==> src/rtl/core/rsg_pkg.sv <==
// rsg_pkg: shared widths, constants, tables and the pipeline control struct
// for the rotary sin/cos generator. No dependencies.
package rsg_pkg;

  localparam int unsigned POS_W    = 15;
  localparam int unsigned LANE_W   = 8;
  localparam int unsigned HW_W     = 9;
  localparam int unsigned LT_W     = 22;
  localparam int unsigned VAL_W    = 16;
  localparam int unsigned CFG_IW   = 2;
  localparam int unsigned CFG_DW   = 22;

  localparam int unsigned MAX_HEAD_WIDTH = 256;

  // exponent divider: 38-bit dividend, 30 quotient bits, 9-bit remainder
  localparam int unsigned NUM_W   = 38;
  localparam int unsigned QUO_W   = 30;
  localparam int unsigned REM_W   = 9;

  // exp2 fraction chain
  localparam int unsigned EXP_STEPS = 24;
  localparam int unsigned M_W       = 33;
  localparam int unsigned FAC_W     = 32;

  // trig datapath
  localparam int unsigned Q30_W        = 30;
  localparam int unsigned T_W          = 31;
  localparam int unsigned DIV_W        = 7;
  localparam int unsigned RCP_W        = 32;
  localparam int unsigned HORNER_STEPS = 4;

  localparam logic [T_W-1:0] Q30_ONE        = 31'h4000_0000;
  localparam logic [29:0]    INV_TWO_PI_Q32 = 30'd683565276;
  localparam logic [30:0]    HALF_PI_Q30    = 31'd1686629713;

  // configuration register indexes
  typedef enum logic [CFG_IW-1:0] {
    REG_HEAD_WIDTH   = 2'd0,
    REG_LOG2_THETA   = 2'd1,
    REG_THETA_POS    = 2'd2,
    REG_LAYOUT_VALID = 2'd3
  } cfg_reg_t;

  // control and sideband that travel with each transaction
  typedef struct packed {
    logic             valid;
    logic             fill;
    logic             want_cos;
    logic [POS_W-1:0] pos;
    logic [1:0]       quad;
    logic             swap;
    logic [Q30_W-1:0] y;
  } ctl_t;

  typedef logic [EXP_STEPS-1:0][FAC_W-1:0] factor_tab_t;

  // integer square root, evaluated at elaboration only
  function automatic logic [63:0] isqrt64(input logic [63:0] x_in);
    logic [63:0] x;
    logic [63:0] res;
    logic [63:0] bit_v;
    x     = x_in;
    res   = 64'd0;
    bit_v = 64'd1 << 62;
    for (int k = 0; k < 32; k++) begin
      if (x >= res + bit_v) begin
        x   = x - (res + bit_v);
        res = (res >> 1) + bit_v;
      end else begin
        res = res >> 1;
      end
      bit_v = bit_v >> 2;
    end
    return res;
  endfunction

  // 2^(-2^-j) in Q0.32 for j = 1..24, by repeated square roots
  function automatic factor_tab_t make_factors();
    factor_tab_t f;
    logic [63:0] r;
    r    = isqrt64(64'd1 << 63);
    f[0] = r[FAC_W-1:0];
    for (int j = 1; j < EXP_STEPS; j++) begin
      r    = isqrt64({f[j-1], 32'd0});
      f[j] = r[FAC_W-1:0];
    end
    return f;
  endfunction

  localparam factor_tab_t ROOT_FACTOR = make_factors();

  // series divisors and their Q32 reciprocals, first step at index 0
  localparam logic [HORNER_STEPS-1:0][DIV_W-1:0] SIN_DIV = {7'd6, 7'd20, 7'd42, 7'd72};
  localparam logic [HORNER_STEPS-1:0][DIV_W-1:0] COS_DIV = {7'd2, 7'd12, 7'd30, 7'd56};
  localparam logic [HORNER_STEPS-1:0][RCP_W-1:0] SIN_RCP = {
    32'((64'd1 << 32) / 64'd6),  32'((64'd1 << 32) / 64'd20),
    32'((64'd1 << 32) / 64'd42), 32'((64'd1 << 32) / 64'd72)};
  localparam logic [HORNER_STEPS-1:0][RCP_W-1:0] COS_RCP = {
    32'((64'd1 << 32) / 64'd2),  32'((64'd1 << 32) / 64'd12),
    32'((64'd1 << 32) / 64'd30), 32'((64'd1 << 32) / 64'd56)};

endpackage

==> src/rtl/core/rsg_exp_cell.sv <==
// rsg_exp_cell: one step of the exp2 fraction chain, multiplies in a root
// factor when its exponent bit is set. Depends on rsg_pkg.
module rsg_exp_cell (
  input  logic                      clk,
  input  logic                      rst_n,
  input  logic                      en,
  input  rsg_pkg::ctl_t             ctl_i,
  input  logic [rsg_pkg::M_W-1:0]   m_i,
  input  logic [rsg_pkg::QUO_W-1:0] e_i,
  input  logic                      sel_i,
  input  logic [rsg_pkg::FAC_W-1:0] factor_i,
  output rsg_pkg::ctl_t             ctl_o,
  output logic [rsg_pkg::M_W-1:0]   m_o,
  output logic [rsg_pkg::QUO_W-1:0] e_o
);

  localparam int unsigned PW = rsg_pkg::M_W + rsg_pkg::FAC_W;

  logic [PW-1:0]             prod;
  logic [rsg_pkg::M_W-1:0]   m_nxt;
  rsg_pkg::ctl_t             ctl_r;
  logic [rsg_pkg::M_W-1:0]   m_r;
  logic [rsg_pkg::QUO_W-1:0] e_r;

  // rounded Q1.32 product
  always_comb begin
    prod  = PW'(m_i) * PW'(factor_i) + (PW'(1) << 31);
    m_nxt = sel_i ? rsg_pkg::M_W'(prod >> 32) : m_i;
  end

  always_ff @(posedge clk) begin
    if (!rst_n) begin
      ctl_r <= '0;
    end else if (en) begin
      ctl_r <= ctl_i;
    end
  end

  always_ff @(posedge clk) begin
    if (en) begin
      m_r <= m_nxt;
      e_r <= e_i;
    end
  end

  assign ctl_o = ctl_r;
  assign m_o   = m_r;
  assign e_o   = e_r;

endmodule

==> config.mk <==
export PLATFORM = sky130hd
export DESIGN_NAME = rsg_exp_cell
export DESIGN_NICKNAME = d
export VERILOG_FILES = /design/src/rtl/core/rsg_pkg.sv /design/src/rtl/core/rsg_exp_cell.sv
export SDC_FILE = /design/constraint.sdc
export NUM_CORES = 2
export LEC_CHECK = 0
export BUFFER_PORTS_ARGS = -buffer_cell sky130_fd_sc_hd__buf_4
export CAP_MARGIN = 0
export CORE_MARGIN = 4
export CORE_UTILIZATION = 45
export DETAILED_ROUTE_END_ITERATION = 10
export MAX_ROUTING_LAYER = met4
export PLACE_DENSITY = 0.62
export SLEW_MARGIN = 0
export SYNTH_ARGS = -nofsm -noshare
export SYNTH_HDL_FRONTEND = slang
export SYNTH_SLANG_ARGS = --single-unit
==> constraint.sdc <==
create_clock -name clk -period 20.6 [get_ports clk]
set_clock_uncertainty 0.15 [all_clocks]
set_input_delay 5.15 -clock clk [delete_from_list [all_inputs] [get_ports clk]]
set_output_delay 5.15 -clock clk [all_outputs]
set_load 0.02 [all_outputs]
==> results.md <==
- The predominant post-synthesis flop cell is sky130_fd_sc_hd__edfxtp_1.
- The total die area is 90300 sq um.
- The nature of the critical path startpoint is an input port.
- In this run the register-to-register setup slack is 19.77 ns.
- The number of pins exceeding their max-slew limit in the final report is 0.
- The instance count of the mapped netlist is 4041.
- The number of violations reported at the end of detailed-routing iteration 0 is 1644.
- For this configuration, the core starts out at a cell density of 0.457.
- The cell row count is 106.
- In this design, the stage delay of the slowest critical-path cell is 1.09 ns.
- The worst-case reg-to-reg path depth is 2.
- TritonCTS built the clock tree.
- The synthesis-to-layout area growth is 8.28%.
- The post-CTS setup buffer count is 0.
- The share of synthesized area occupied by flip-flops and latches is 0.0757.
- The final layout net count is 5463.
- Once placement completed, the tool counted placed cells totaling 5214.
- The via count of the first global-routing pass is 30.4k.
- Counting flops and latches in the post-synthesis netlist gives 114.
- STA puts the critical path data arrival time at 14.55 ns.
- The largest area contributor in the synthesized netlist is sky130_fd_sc_hd__fa_1.
- The clock passes through at most 2 buffers.
- The cell count of the worst hold path is 2.
- 264 I/O pins were placed.
- Counting both buffers and inverters, the worst setup path holds a total of 3.
- The fraction of final layout cells with drive strength greater than 1 is 0.0817.
- The core region is 84200 sq um.
- The layout has 8005 filler cells.
- The data required time at the worst endpoint is 20.62 ns.
- Dividing the detail-routed wire length by the instance count gives 20.7 um.
- Setup repair after global routing left no endpoint under its margin.
- The H-tree generated during clock tree synthesis spans 4 levels.
- The finished layout holds 5247 standard cells, fillers aside.
- The leading cell type in the layout, fill and taps excluded is sky130_fd_sc_hd__fa_1.
- The headroom to the max-slew limit is 0.0935.
- The wire length of the first global-routing pass is 175 mm.
- The worst-margin pin slew is 1.35 ns.
- The cell that appears most often on the critical path is sky130_fd_sc_hd__fa_1.
- Entering global routing, the biggest net connects 64 pins.
- Post-CTS repair changed the size of 0 cells.
- The category of the worst setup path capture point is a register.
- Yosys printed 0 warnings.
- The share of synthesized flip-flops with an asynchronous set or reset is 0.
- The worst hold path startpoint is ctl_o[16]$_SDFFE_PN0P_.
- After synthesis, the cell types taking the most area are sky130_fd_sc_hd__fa_1, sky130_fd_sc_hd__and2_1, sky130_fd_sc_hd__ha_1.
- The run finished with clean final reports.
- The timing-limited maximum frequency is 68.8 MHz.
- In the layout the commonest cells are sky130_fd_sc_hd__fa_1, sky130_fd_sc_hd__inv_1, sky130_fd_sc_hd__and2_1.
- Summed over all layers, the global routing overflow is 0.
- The wire-length estimate of the detail-placed layout is 84.1 mm.
- After clock tree synthesis, the clock-pin slew on the worst setup and hold paths is 0.06 ns.
- The number of buffers created by CTS is 17.
- The share of synthesized area in the top cell type comes to 0.482.
- Dividing the final minimum period by the clock period gives 0.705.
- The hold buffer count at CTS is 0.
- The post-route antenna net violation count is 0.
- The total of buffers placed on input and output ports is 263.
- For hold timing, the worst endpoint is ctl_o[16]$_SDFFE_PN0P_.
- The initial antenna violation count is 3.
- The critical path runs through a total of 22 cells.
- The number of maximum-capacitance violations is 0.
- Counting every net in the synthesized netlist gives 5405.
- In the global route stage, overall resource usage came out at 0.257.
- The number of optimization iterations in the first detailed-route pass is 5.
- The final routed wirelength across all metal layers is 109 mm.
- Routability-driven placement finished with a final weighted congestion of 0.964.
- The remaining routing DRC violations is 0.
- The number of flops mapped to enable cells by yosys is 63.
- The time the final worst path needs with I/O delays and setup is 14.53 ns.
- The signal on the critical path passes through buf_4 > and2_1 > fa_1 > fa_1 > inv_1 > fa_1 > fa_1 > inv_1 > fa_1 > fa_1 > fa_1 > fa_1 > ha_1 > nand4_1 > nor4_1 > nand2_1 > nor3_1 > nor3_1 > o31ai_1 > a31oi_1 > xnor2_1 > mux2_2.
- Measured along the x axis, the die boundary spans 300 um.
- After routing, the total negative slack on setup checks comes to 0 ns.
- The class of the most critical setup path is in2reg.
- The number of distinct library cells after synthesis is 66.
- The sequential cells in the finished layout cover a total of 2910 sq um.
- On the critical path, the stage with the largest delay is an instance of sky130_fd_sc_hd__nor4_1.
- The cell family contributing the most delay on the critical path is adder cells.
- The final-report hold violation count is 0.
- In this run the critical register-to-register path is launched from ctl_o[43]$_SDFFE_PN0P_.
- The area used by multi-input combinational logic is 31300 sq um.
- The mapped netlist covers 38500 sq um.
- The worst-skew pair later-pin latency is 0.41 ns.
- The cell chosen for the clock root is sky130_fd_sc_hd__clkbuf_16.
- The final number of setup-violating endpoints is 0.
- The die is 300 um tall.
- The path category of the worst min-delay check is reg2reg.
- After synthesis, the mean cell area works out to 9.52 sq um.
- The capture point of the worst reg-to-reg path is ctl_o[43]$_SDFFE_PN0P_.
- For this block, the via count after detailed routing is 27.3k.
- The final core utilization is 0.495.
- For this design, the sink count on the clock tree is 114.
- In this run the worst path has a maximum fanout of 33.
- The number of vias per cell after detailed routing is 5.20.
==> cell families (layout without fill, tap and decap cells) <==
group                    Yosys count  in the layout  share of synthesized area
flip-flops                       114            114                     0.0757
buffers and inverters           1128           1199                      0.110
adder cells (fa/ha/maj)         1214           1214                      0.575
AO/OA/AOI/OAI                    207            207                     0.0353
XOR/XNOR                          32             32                    0.00728
multiplexers                      78             78                     0.0211
AND/OR/NAND/NOR                 1268           1268                      0.175
other                              0              1                          0
==> Yosys cell counts, types with 10 or more instances <==
| cell type | count |
|---|---|
| sky130_fd_sc_hd__fa_1 | 926 |
| sky130_fd_sc_hd__inv_1 | 903 |
| sky130_fd_sc_hd__and2_1 | 670 |
| sky130_fd_sc_hd__nand2_1 | 440 |
| sky130_fd_sc_hd__ha_1 | 288 |
| sky130_fd_sc_hd__clkbuf_1 | 218 |
| sky130_fd_sc_hd__a21oi_1 | 72 |
| sky130_fd_sc_hd__edfxtp_1 | 63 |
| sky130_fd_sc_hd__mux2i_1 | 53 |
| sky130_fd_sc_hd__nor2b_1 | 53 |
| sky130_fd_sc_hd__dfxtp_1 | 51 |
| sky130_fd_sc_hd__nor2_1 | 34 |
| sky130_fd_sc_hd__o21ai_0 | 33 |
| sky130_fd_sc_hd__mux2_2 | 25 |
| sky130_fd_sc_hd__nand4_1 | 24 |
| sky130_fd_sc_hd__xnor2_1 | 22 |
| sky130_fd_sc_hd__a21o_1 | 21 |
| sky130_fd_sc_hd__o21bai_1 | 18 |
| sky130_fd_sc_hd__nand3_1 | 15 |
| sky130_fd_sc_hd__xor2_1 | 10 |
==> cell type report <==
| cell class | count | share of cell area |
|---|---|---|
| Antenna cell | 1 | 0.0000601 |
| Clock buffer | 20 | 0.0117 |
| Clock inverter | 12 | 0.00333 |
| Inverter | 903 | 0.0813 |
| Multi-Input combinational cell | 2799 | 0.752 |
| Sequential cell | 114 | 0.0699 |
| Tap cell | 1134 | 0.0341 |
| Timing Repair Buffer | 264 | 0.0476 |
==> worst min-delay path, stage by stage, from the launching register on <==
cell,delay [ns]
sky130_fd_sc_hd__dfxtp_1,0.32
sky130_fd_sc_hd__mux2i_1,0.06
sky130_fd_sc_hd__nor2b_1,0.09
==> state kept, by name, summed over array words and instances (netlist names) <==
register,cells
m_o,33
ctl_o,51
e_o,30
==> worst max path at each step <==
| stage | startpoint | endpoint | slack (ns) |
|---|---|---|---|
| final | factor_i[9] | m_o[22]$_DFFE_PP_ | 6.07 |
| after global routing | factor_i[9] | m_o[22]$_DFFE_PP_ | 5.92 |
| after CTS | factor_i[9] | m_o[22]$_DFFE_PP_ | 6.16 |
| after detailed placement | factor_i[9] | m_o[22]$_DFFE_PP_ | 5.75 |
| after global placement | factor_i[9] | m_o[22]$_DFFE_PP_ | 5.73 |
| after floorplan | m_i[31] | m_o[22]$_DFFE_PP_ | 8.44 |
==> routing by layer <==
| layer | track usage | up-vias | routed length [um] |
|---|---|---|---|
| li1 | - | 12000 | - |
| met1 | 0.340 | 14300 | 46300 |
| met2 | 0.423 | 878 | 52800 |
| met3 | 0.0375 | 135 | 6680 |
| met4 | 0.0609 | 0 | 2940 |
| met5 | - | - | 0 |
==> through the flow <==
step | setup WS [ns] | hold WS (ns) | cell area (sq um)
after floorplan | 8.44 | 0.439 | 38500
after global placement | 5.73 | 0.350 | 41000
after detailed placement | 5.75 | 0.356 | 41000
after CTS | 6.16 | 0.370 | 41700
after global routing | 5.92 | 0.393 | 41700
final | 6.07 | 0.363 | 41700
Power is left out: the tool's default activity adds up to more than one toggle a clock period on the data nets, which glitch-free logic cannot reach.
