<file path="src/rtl/core/rsg_pkg.sv">
// rsg_pkg: shared widths, constants, tables and the pipeline control struct
// for the rotary sin/cos generator. No dependencies.
package rsg_pkg;

  localparam int unsigned POS_W    = 15;
  localparam int unsigned LANE_W   = 8;
  localparam int unsigned HW_W     = 9;
  localparam int unsigned LT_W     = 22;
  localparam int unsigned VAL_W    = 16;
  localparam int unsigned CFG_IW   = 2;
  localparam int unsigned CFG_DW   = 22;

  localparam int unsigned MAX_HEAD_WIDTH = 256;

  // exponent divider: 38-bit dividend, 30 quotient bits, 9-bit remainder
  localparam int unsigned NUM_W   = 38;
  localparam int unsigned QUO_W   = 30;
  localparam int unsigned REM_W   = 9;

  // exp2 fraction chain
  localparam int unsigned EXP_STEPS = 24;
  localparam int unsigned M_W       = 33;
  localparam int unsigned FAC_W     = 32;

  // trig datapath
  localparam int unsigned Q30_W        = 30;
  localparam int unsigned T_W          = 31;
  localparam int unsigned DIV_W        = 7;
  localparam int unsigned RCP_W        = 32;
  localparam int unsigned HORNER_STEPS = 4;

  localparam logic [T_W-1:0] Q30_ONE        = 31'h4000_0000;
  localparam logic [29:0]    INV_TWO_PI_Q32 = 30'd683565276;
  localparam logic [30:0]    HALF_PI_Q30    = 31'd1686629713;

  // configuration register indexes
  typedef enum logic [CFG_IW-1:0] {
    REG_HEAD_WIDTH   = 2'd0,
    REG_LOG2_THETA   = 2'd1,
    REG_THETA_POS    = 2'd2,
    REG_LAYOUT_VALID = 2'd3
  } cfg_reg_t;

  // control and sideband that travel with each transaction
  typedef struct packed {
    logic             valid;
    logic             fill;
    logic             want_cos;
    logic [POS_W-1:0] pos;
    logic [1:0]       quad;
    logic             swap;
    logic [Q30_W-1:0] y;
  } ctl_t;

  typedef logic [EXP_STEPS-1:0][FAC_W-1:0] factor_tab_t;

  // integer square root, evaluated at elaboration only
  function automatic logic [63:0] isqrt64(input logic [63:0] x_in);
    logic [63:0] x;
    logic [63:0] res;
    logic [63:0] bit_v;
    x     = x_in;
    res   = 64'd0;
    bit_v = 64'd1 << 62;
    for (int k = 0; k < 32; k++) begin
      if (x >= res + bit_v) begin
        x   = x - (res + bit_v);
        res = (res >> 1) + bit_v;
      end else begin
        res = res >> 1;
      end
      bit_v = bit_v >> 2;
    end
    return res;
  endfunction

  // 2^(-2^-j) in Q0.32 for j = 1..24, by repeated square roots
  function automatic factor_tab_t make_factors();
    factor_tab_t f;
    logic [63:0] r;
    r    = isqrt64(64'd1 << 63);
    f[0] = r[FAC_W-1:0];
    for (int j = 1; j < EXP_STEPS; j++) begin
      r    = isqrt64({f[j-1], 32'd0});
      f[j] = r[FAC_W-1:0];
    end
    return f;
  endfunction

  localparam factor_tab_t ROOT_FACTOR = make_factors();

  // series divisors and their Q32 reciprocals, first step at index 0
  localparam logic [HORNER_STEPS-1:0][DIV_W-1:0] SIN_DIV = {7'd6, 7'd20, 7'd42, 7'd72};
  localparam logic [HORNER_STEPS-1:0][DIV_W-1:0] COS_DIV = {7'd2, 7'd12, 7'd30, 7'd56};
  localparam logic [HORNER_STEPS-1:0][RCP_W-1:0] SIN_RCP = {
    32'((64'd1 << 32) / 64'd6),  32'((64'd1 << 32) / 64'd20),
    32'((64'd1 << 32) / 64'd42), 32'((64'd1 << 32) / 64'd72)};
  localparam logic [HORNER_STEPS-1:0][RCP_W-1:0] COS_RCP = {
    32'((64'd1 << 32) / 64'd2),  32'((64'd1 << 32) / 64'd12),
    32'((64'd1 << 32) / 64'd30), 32'((64'd1 << 32) / 64'd56)};

endpackage

</file>
<file path="src/rtl/core/rsg_div_cell.sv">
// rsg_div_cell: one restoring-division cell, produces one quotient bit.
// Depends on rsg_pkg.
module rsg_div_cell (
  input  logic                      clk,
  input  logic                      rst_n,
  input  logic                      en,
  input  rsg_pkg::ctl_t             ctl_i,
  input  logic [rsg_pkg::REM_W-1:0] rem_i,
  input  logic [rsg_pkg::QUO_W-1:0] num_i,
  input  logic [rsg_pkg::HW_W-1:0]  divisor_i,
  output rsg_pkg::ctl_t             ctl_o,
  output logic [rsg_pkg::REM_W-1:0] rem_o,
  output logic [rsg_pkg::QUO_W-1:0] num_o
);

  logic [rsg_pkg::REM_W:0]   trial;
  logic                      take;
  logic [rsg_pkg::REM_W-1:0] rem_nxt;
  logic [rsg_pkg::QUO_W-1:0] num_nxt;
  rsg_pkg::ctl_t             ctl_r;
  logic [rsg_pkg::REM_W-1:0] rem_r;
  logic [rsg_pkg::QUO_W-1:0] num_r;

  // shift in next dividend bit, subtract when it fits
  always_comb begin
    trial   = {rem_i, num_i[rsg_pkg::QUO_W-1]};
    take    = trial >= {1'b0, divisor_i};
    rem_nxt = take ? rsg_pkg::REM_W'(trial - {1'b0, divisor_i})
                   : trial[rsg_pkg::REM_W-1:0];
    num_nxt = {num_i[rsg_pkg::QUO_W-2:0], take};
  end

  always_ff @(posedge clk) begin
    if (!rst_n) begin
      ctl_r <= '0;
    end else if (en) begin
      ctl_r <= ctl_i;
    end
  end

  always_ff @(posedge clk) begin
    if (en) begin
      rem_r <= rem_nxt;
      num_r <= num_nxt;
    end
  end

  assign ctl_o = ctl_r;
  assign rem_o = rem_r;
  assign num_o = num_r;

endmodule

</file>
<file path="config.mk">
export PLATFORM = sky130hd
export DESIGN_NAME = rsg_div_cell
export DESIGN_NICKNAME = d
export VERILOG_FILES = /design/src/rtl/core/rsg_pkg.sv /design/src/rtl/core/rsg_div_cell.sv
export SDC_FILE = /design/constraint.sdc
export NUM_CORES = 1
export LEC_CHECK = 0
export BUFFER_PORTS_ARGS = -buffer_cell sky130_fd_sc_hd__clkbuf_2
export CAP_MARGIN = 20
export CELL_PAD_IN_SITES_DETAIL_PLACEMENT = 0
export CELL_PAD_IN_SITES_GLOBAL_PLACEMENT = 1
export CORE_UTILIZATION = 37
export DETAILED_ROUTE_END_ITERATION = 8
export PLACE_DENSITY = 0.9
export SYNTH_ARGS = -nofsm -noshare
export SYNTH_HDL_FRONTEND = slang
export SYNTH_SLANG_ARGS = --single-unit
</file>
<file path="constraint.sdc">
create_clock -name clk -period 6.7 [get_ports clk]
set_input_delay 0.67 -clock clk [delete_from_list [all_inputs] [get_ports clk]]
set_output_delay 0.67 -clock clk [all_outputs]
set_load 0.01 [all_outputs]
</file>
==> impl_metrics.xml <==
<?xml version="1.0" encoding="UTF-8"?>
<metrics>
  <group name="status">
    <metric name="run_status" unit="">finished clean</metric>
  </group>
  <group name="cts">
    <metric name="ctsRootBufferMaster" unit="">sky130_fd_sc_hd__clkbuf_8</metric>
    <metric name="htree_levels" unit="">3</metric>
    <metric name="clk_pin_slew" unit="ps">90</metric>
    <metric name="cts.sinks" unit="">90</metric>
    <metric name="cts_setup_buffers" unit="">0</metric>
    <metric name="clock_latency" unit="ps">340</metric>
    <metric name="cts_made_buffers" unit="">9</metric>
    <metric name="tritoncts" unit="">done</metric>
    <metric name="post_cts.resized_instances" unit="">0</metric>
    <metric name="ctsHoldBuffers" unit="">0</metric>
    <metric name="buffer_levels_on_the_longest_clock_path" unit="">2</metric>
  </group>
  <group name="drt">
    <metric name="remaining_drc_errors" unit="">0</metric>
    <metric name="drt-wirelength-per-cell" unit="um">13.58</metric>
    <metric name="drt_pass1_iterations" unit="">4</metric>
    <metric name="first_iter_violations" unit="">66</metric>
    <metric name="vias_cell" unit="">4.571</metric>
    <metric name="sum_of_routed_wire_length_over_all_layers" unit="um">8350</metric>
    <metric name="via_total_after_detailed_routing" unit="">2811</metric>
    <metric name="postRouteAntennaNets" unit="">0</metric>
  </group>
  <group name="min_path">
    <metric name="worstHoldPathType" unit="">primary input to flop</metric>
  </group>
  <group name="synth">
    <metric name="synth_seq_area_share" unit="%">58.58</metric>
    <metric name="synthesis.area_per_instance" unit="um2">12.95</metric>
    <metric name="yosys_register_bits" unit="">90</metric>
    <metric name="synth_area" unit="um2">3742</metric>
    <metric name="synth_cell_type_count" unit="">44</metric>
    <metric name="synth_cells" unit="">289</metric>
    <metric name="synth.net_count" unit="">401</metric>
    <metric name="synth-warning-count" unit="">0</metric>
    <metric name="asyncSetResetFlopFracSynth" unit="%">0</metric>
    <metric name="synth-edff-count" unit="">39</metric>
    <metric name="yosys_most_used_dff" unit="">sky130_fd_sc_hd__dfxtp_1</metric>
  </group>
  <group name="global_route">
    <metric name="grt_first_pass_wirelength" unit="um">12090</metric>
    <metric name="globalRouteOverflowTotal" unit="">0</metric>
    <metric name="grt_pass1_vias" unit="">2505</metric>
    <metric name="antenna_found_initial" unit="">0</metric>
    <metric name="grt.total_usage" unit="%">15.25</metric>
    <metric name="pin_count_of_the_biggest_net_entering_global_routing" unit="">56</metric>
  </group>
  <group name="power_and_ir_drop">
    <metric name="pwr_density_cell" unit="nW/um2">241.1</metric>
    <metric name="irDropWorstVdd" unit="mV">0.08808</metric>
    <metric name="p_sw_share" unit="%">26.06</metric>
    <metric name="finalPower" unit="mW">1.205</metric>
    <metric name="p_leak" unit="nW">2.404</metric>
    <metric name="power.switching" unit="mW">0.3140</metric>
    <metric name="internal-power" unit="mW">0.8911</metric>
    <metric name="power_frac_comb" unit="%">17.1</metric>
    <metric name="clkPwrFrac" unit="%">30.3</metric>
    <metric name="seq_power_share" unit="%">52.6</metric>
  </group>
  <group name="sta">
    <metric name="worst_pin_slew" unit="ps">876.9</metric>
    <metric name="rsz0062_at_grt" unit="">no</metric>
    <metric name="timing.final.crit_share" unit="%">40.31</metric>
    <metric name="finalHoldViolCount" unit="">0</metric>
    <metric name="final_critical_path_setup_slack" unit="ps">3999</metric>
    <metric name="setup_viol" unit="">0</metric>
    <metric name="timing.clock.skew" unit="ps">0</metric>
    <metric name="fin_setup_tns" unit="ps">0</metric>
    <metric name="slew_violations" unit="">0</metric>
    <metric name="achievable-frequency" unit="MHz">370.2</metric>
    <metric name="max_slew_margin" unit="%">41.54</metric>
    <metric name="final_worst_path_period_need" unit="ps">2701</metric>
  </group>
  <group name="worst_setup_path">
    <metric name="end_kind" unit="">flop</metric>
    <metric name="r2r_cells" unit="">2</metric>
    <metric name="reg2reg_setup_slack" unit="ps">6060</metric>
    <metric name="critPathLaunchType" unit="">primary input</metric>
    <metric name="critPathArrivalTime" unit="ps">2800</metric>
    <metric name="worst-endpoint-required" unit="ps">6800</metric>
    <metric name="highest_net_fanout_along_the_worst_path" unit="">7</metric>
    <metric name="critical_path.endpoint" unit="">rem_o[4]$_DFFE_PP_</metric>
    <metric name="timing_worst_setup_path_type" unit="">primary input to flop</metric>
    <metric name="rr_startpoint" unit="">ctl_o[4]$_SDFFE_PN0P_</metric>
    <metric name="regToRegEndpoint" unit="">ctl_o[4]$_SDFFE_PN0P_</metric>
    <metric name="crit_path_start" unit="">num_i[29]</metric>
  </group>
  <group name="die">
    <metric name="die-area" unit="um2">10520</metric>
    <metric name="standard_cell_core_area" unit="um2">9774</metric>
    <metric name="ios" unit="">192</metric>
    <metric name="chipWidth" unit="um">102.6</metric>
    <metric name="floorplan.initialDensity" unit="%">38.29</metric>
    <metric name="rows" unit="">36</metric>
    <metric name="die_h" unit="um">102.6</metric>
  </group>
  <group name="placement">
    <metric name="port_buffers" unit="">191</metric>
    <metric name="weighted_congestion_at_the_end_of_routability_driven_global_placement" unit="">0.9362</metric>
    <metric name="dp_hpwl" unit="um">6288</metric>
    <metric name="placed_cells_incl_taps" unit="">599</metric>
    <metric name="pre_cts_slack" unit="ps">3662</metric>
  </group>
  <group name="finish">
    <metric name="nets" unit="">589</metric>
    <metric name="diodes" unit="">0</metric>
    <metric name="final_layout_size_suffix_gt1_share" unit="%">45.23</metric>
    <metric name="area_growth" unit="%">33.53</metric>
    <metric name="fin_cells" unit="">615</metric>
    <metric name="postLayoutCoreUtil" unit="%">51.13</metric>
  </group>
  <group name="flow_run">
    <metric name="max-cap-violations" unit="">0</metric>
  </group>
</metrics>
[kinds of logic after synthesis]
kind of cell | count (synthesis) | share of synthesized area [%]
adder cells (fa/ha/maj) | 10 | 3.544
flip-flops | 90 | 58.58
XOR/XNOR | 3 | 0.7022
AND/OR/NAND/NOR | 68 | 11.13
AO/OA/AOI/OAI | 33 | 7.088
multiplexers | 57 | 15.68
buffers and inverters | 28 | 3.277
[layout make-up]
type | count | area (um2)
Tap cell | 133 | 166.4
Clock buffer | 10 | 127.6
Inverter | 13 | 51.30
Clock inverter | 6 | 66.31
Timing Repair Buffer | 192 | 965.9
Fill cell | 874 | 4777
Sequential cell | 90 | 2192
Multi-Input combinational cell | 171 | 1428
[worst min path at each step]
stage / startpoint / endpoint / slack [ps] / cells after the start
5_1_grt: num_i[21] / num_o[22]$_DFFE_PP_ / 450 / 1
6_report: num_i[10] / num_o[11]$_DFFE_PP_ / 490 / 1
3_5_place_dp: ctl_o[26]$_SDFFE_PN0P_ / ctl_o[26]$_SDFFE_PN0P_ / 510 / 2
2_1_floorplan: ctl_o[29]$_SDFFE_PN0P_ / ctl_o[29]$_SDFFE_PN0P_ / 540 / 2
4_1_cts: num_i[10] / num_o[11]$_DFFE_PP_ / 460 / 1
3_3_place_gp: ctl_o[39]$_SDFFE_PN0P_ / ctl_o[39]$_SDFFE_PN0P_ / 500 / 2
[power by group through the flow]
stage               sequential (mW)  combinational (mW)  clock, mW
finish                        0.633               0.206      0.366
global route                  0.638               0.227      0.398
global placement              0.644               0.204          0
CTS                           0.634               0.208      0.379
floorplan                     0.666              0.0940          0
detailed placement            0.646               0.207          0
[stage by stage]
| step | area [um2] | hold slack [ps] |
|---|---|---|
| after global routing | 4997 | 454.2 |
| final | 4997 | 490.2 |
| after CTS | 4997 | 462.2 |
| after floorplan | 3742 | 538.3 |
| after global placement | 4803 | 495.0 |
| after detailed placement | 4803 | 507.4 |
[cells in the mapped netlist, types with 2 or more instances]
library cell / instances / area, um2
sky130_fd_sc_hd__edfxtp_1: 39 / 1171
sky130_fd_sc_hd__nor2_1: 2 / 7.510
sky130_fd_sc_hd__mux2i_1: 53 / 530.5
sky130_fd_sc_hd__inv_1: 12 / 45.04
sky130_fd_sc_hd__nand2b_1: 3 / 18.77
sky130_fd_sc_hd__a211oi_1: 2 / 15.01
sky130_fd_sc_hd__o211ai_1: 4 / 30.03
sky130_fd_sc_hd__ha_1: 9 / 112.6
sky130_fd_sc_hd__buf_2: 6 / 30.03
sky130_fd_sc_hd__nor2b_1: 51 / 319.1
sky130_fd_sc_hd__mux2_4: 3 / 45.04
sky130_fd_sc_hd__a21oi_1: 6 / 30.03
sky130_fd_sc_hd__xnor2_1: 2 / 17.52
sky130_fd_sc_hd__a2111oi_0: 2 / 17.52
sky130_fd_sc_hd__dfxtp_1: 51 / 1021
sky130_fd_sc_hd__a21o_1: 3 / 22.52
sky130_fd_sc_hd__o31ai_1: 2 / 15.01
sky130_fd_sc_hd__nand2_1: 4 / 15.01
sky130_fd_sc_hd__clkbuf_1: 8 / 30.03
sky130_fd_sc_hd__a211o_1: 2 / 17.52
sky130_fd_sc_hd__nand3_1: 2 / 10.01
[worst max-delay path, cell delays in order]
cell and delay [ps]:
sky130_fd_sc_hd__clkbuf_2 80, sky130_fd_sc_hd__inv_1 60, sky130_fd_sc_hd__ha_1 150, sky130_fd_sc_hd__inv_1 60, sky130_fd_sc_hd__fa_1 430, sky130_fd_sc_hd__a211oi_2 360
sky130_fd_sc_hd__o21ai_2 150, sky130_fd_sc_hd__a211oi_4 410, sky130_fd_sc_hd__inv_4 120, sky130_fd_sc_hd__mux2_4 320
[routing by layer]
| layer | part of all wire, % | wire length, um | global-route usage (%) |
|---|---|---|---|
| met1 | 42 | 3498 | 17.78 |
| met3 | 9.3 | 777 | 5.627 |
| met2 | 47 | 3951 | 25.08 |
| met5 | 0 | 0 | 0 |
| met4 | 1.5 | 122 | 6.813 |
[layout by cell type (no fill, tap or decap), types with 3 or more instances in the layout]
cell type	Yosys	routed
sky130_fd_sc_hd__mux2i_1	53	53
sky130_fd_sc_hd__clkbuf_8	0	9
sky130_fd_sc_hd__nand2b_1	3	3
sky130_fd_sc_hd__ha_1	9	9
sky130_fd_sc_hd__dfxtp_1	51	51
sky130_fd_sc_hd__mux2_4	3	3
sky130_fd_sc_hd__a21o_1	3	3
sky130_fd_sc_hd__edfxtp_1	39	39
sky130_fd_sc_hd__clkbuf_2	0	190
sky130_fd_sc_hd__a21oi_1	6	6
sky130_fd_sc_hd__nor2b_1	51	51
sky130_fd_sc_hd__nand2_1	4	4
sky130_fd_sc_hd__o211ai_1	4	4
sky130_fd_sc_hd__inv_1	12	12
[sequential cells by signal, summed over array words and instances (netlist names)]
register  flops
rem_o         9
ctl_o        51
num_o        30
Power figures use the tool's default switching activity.
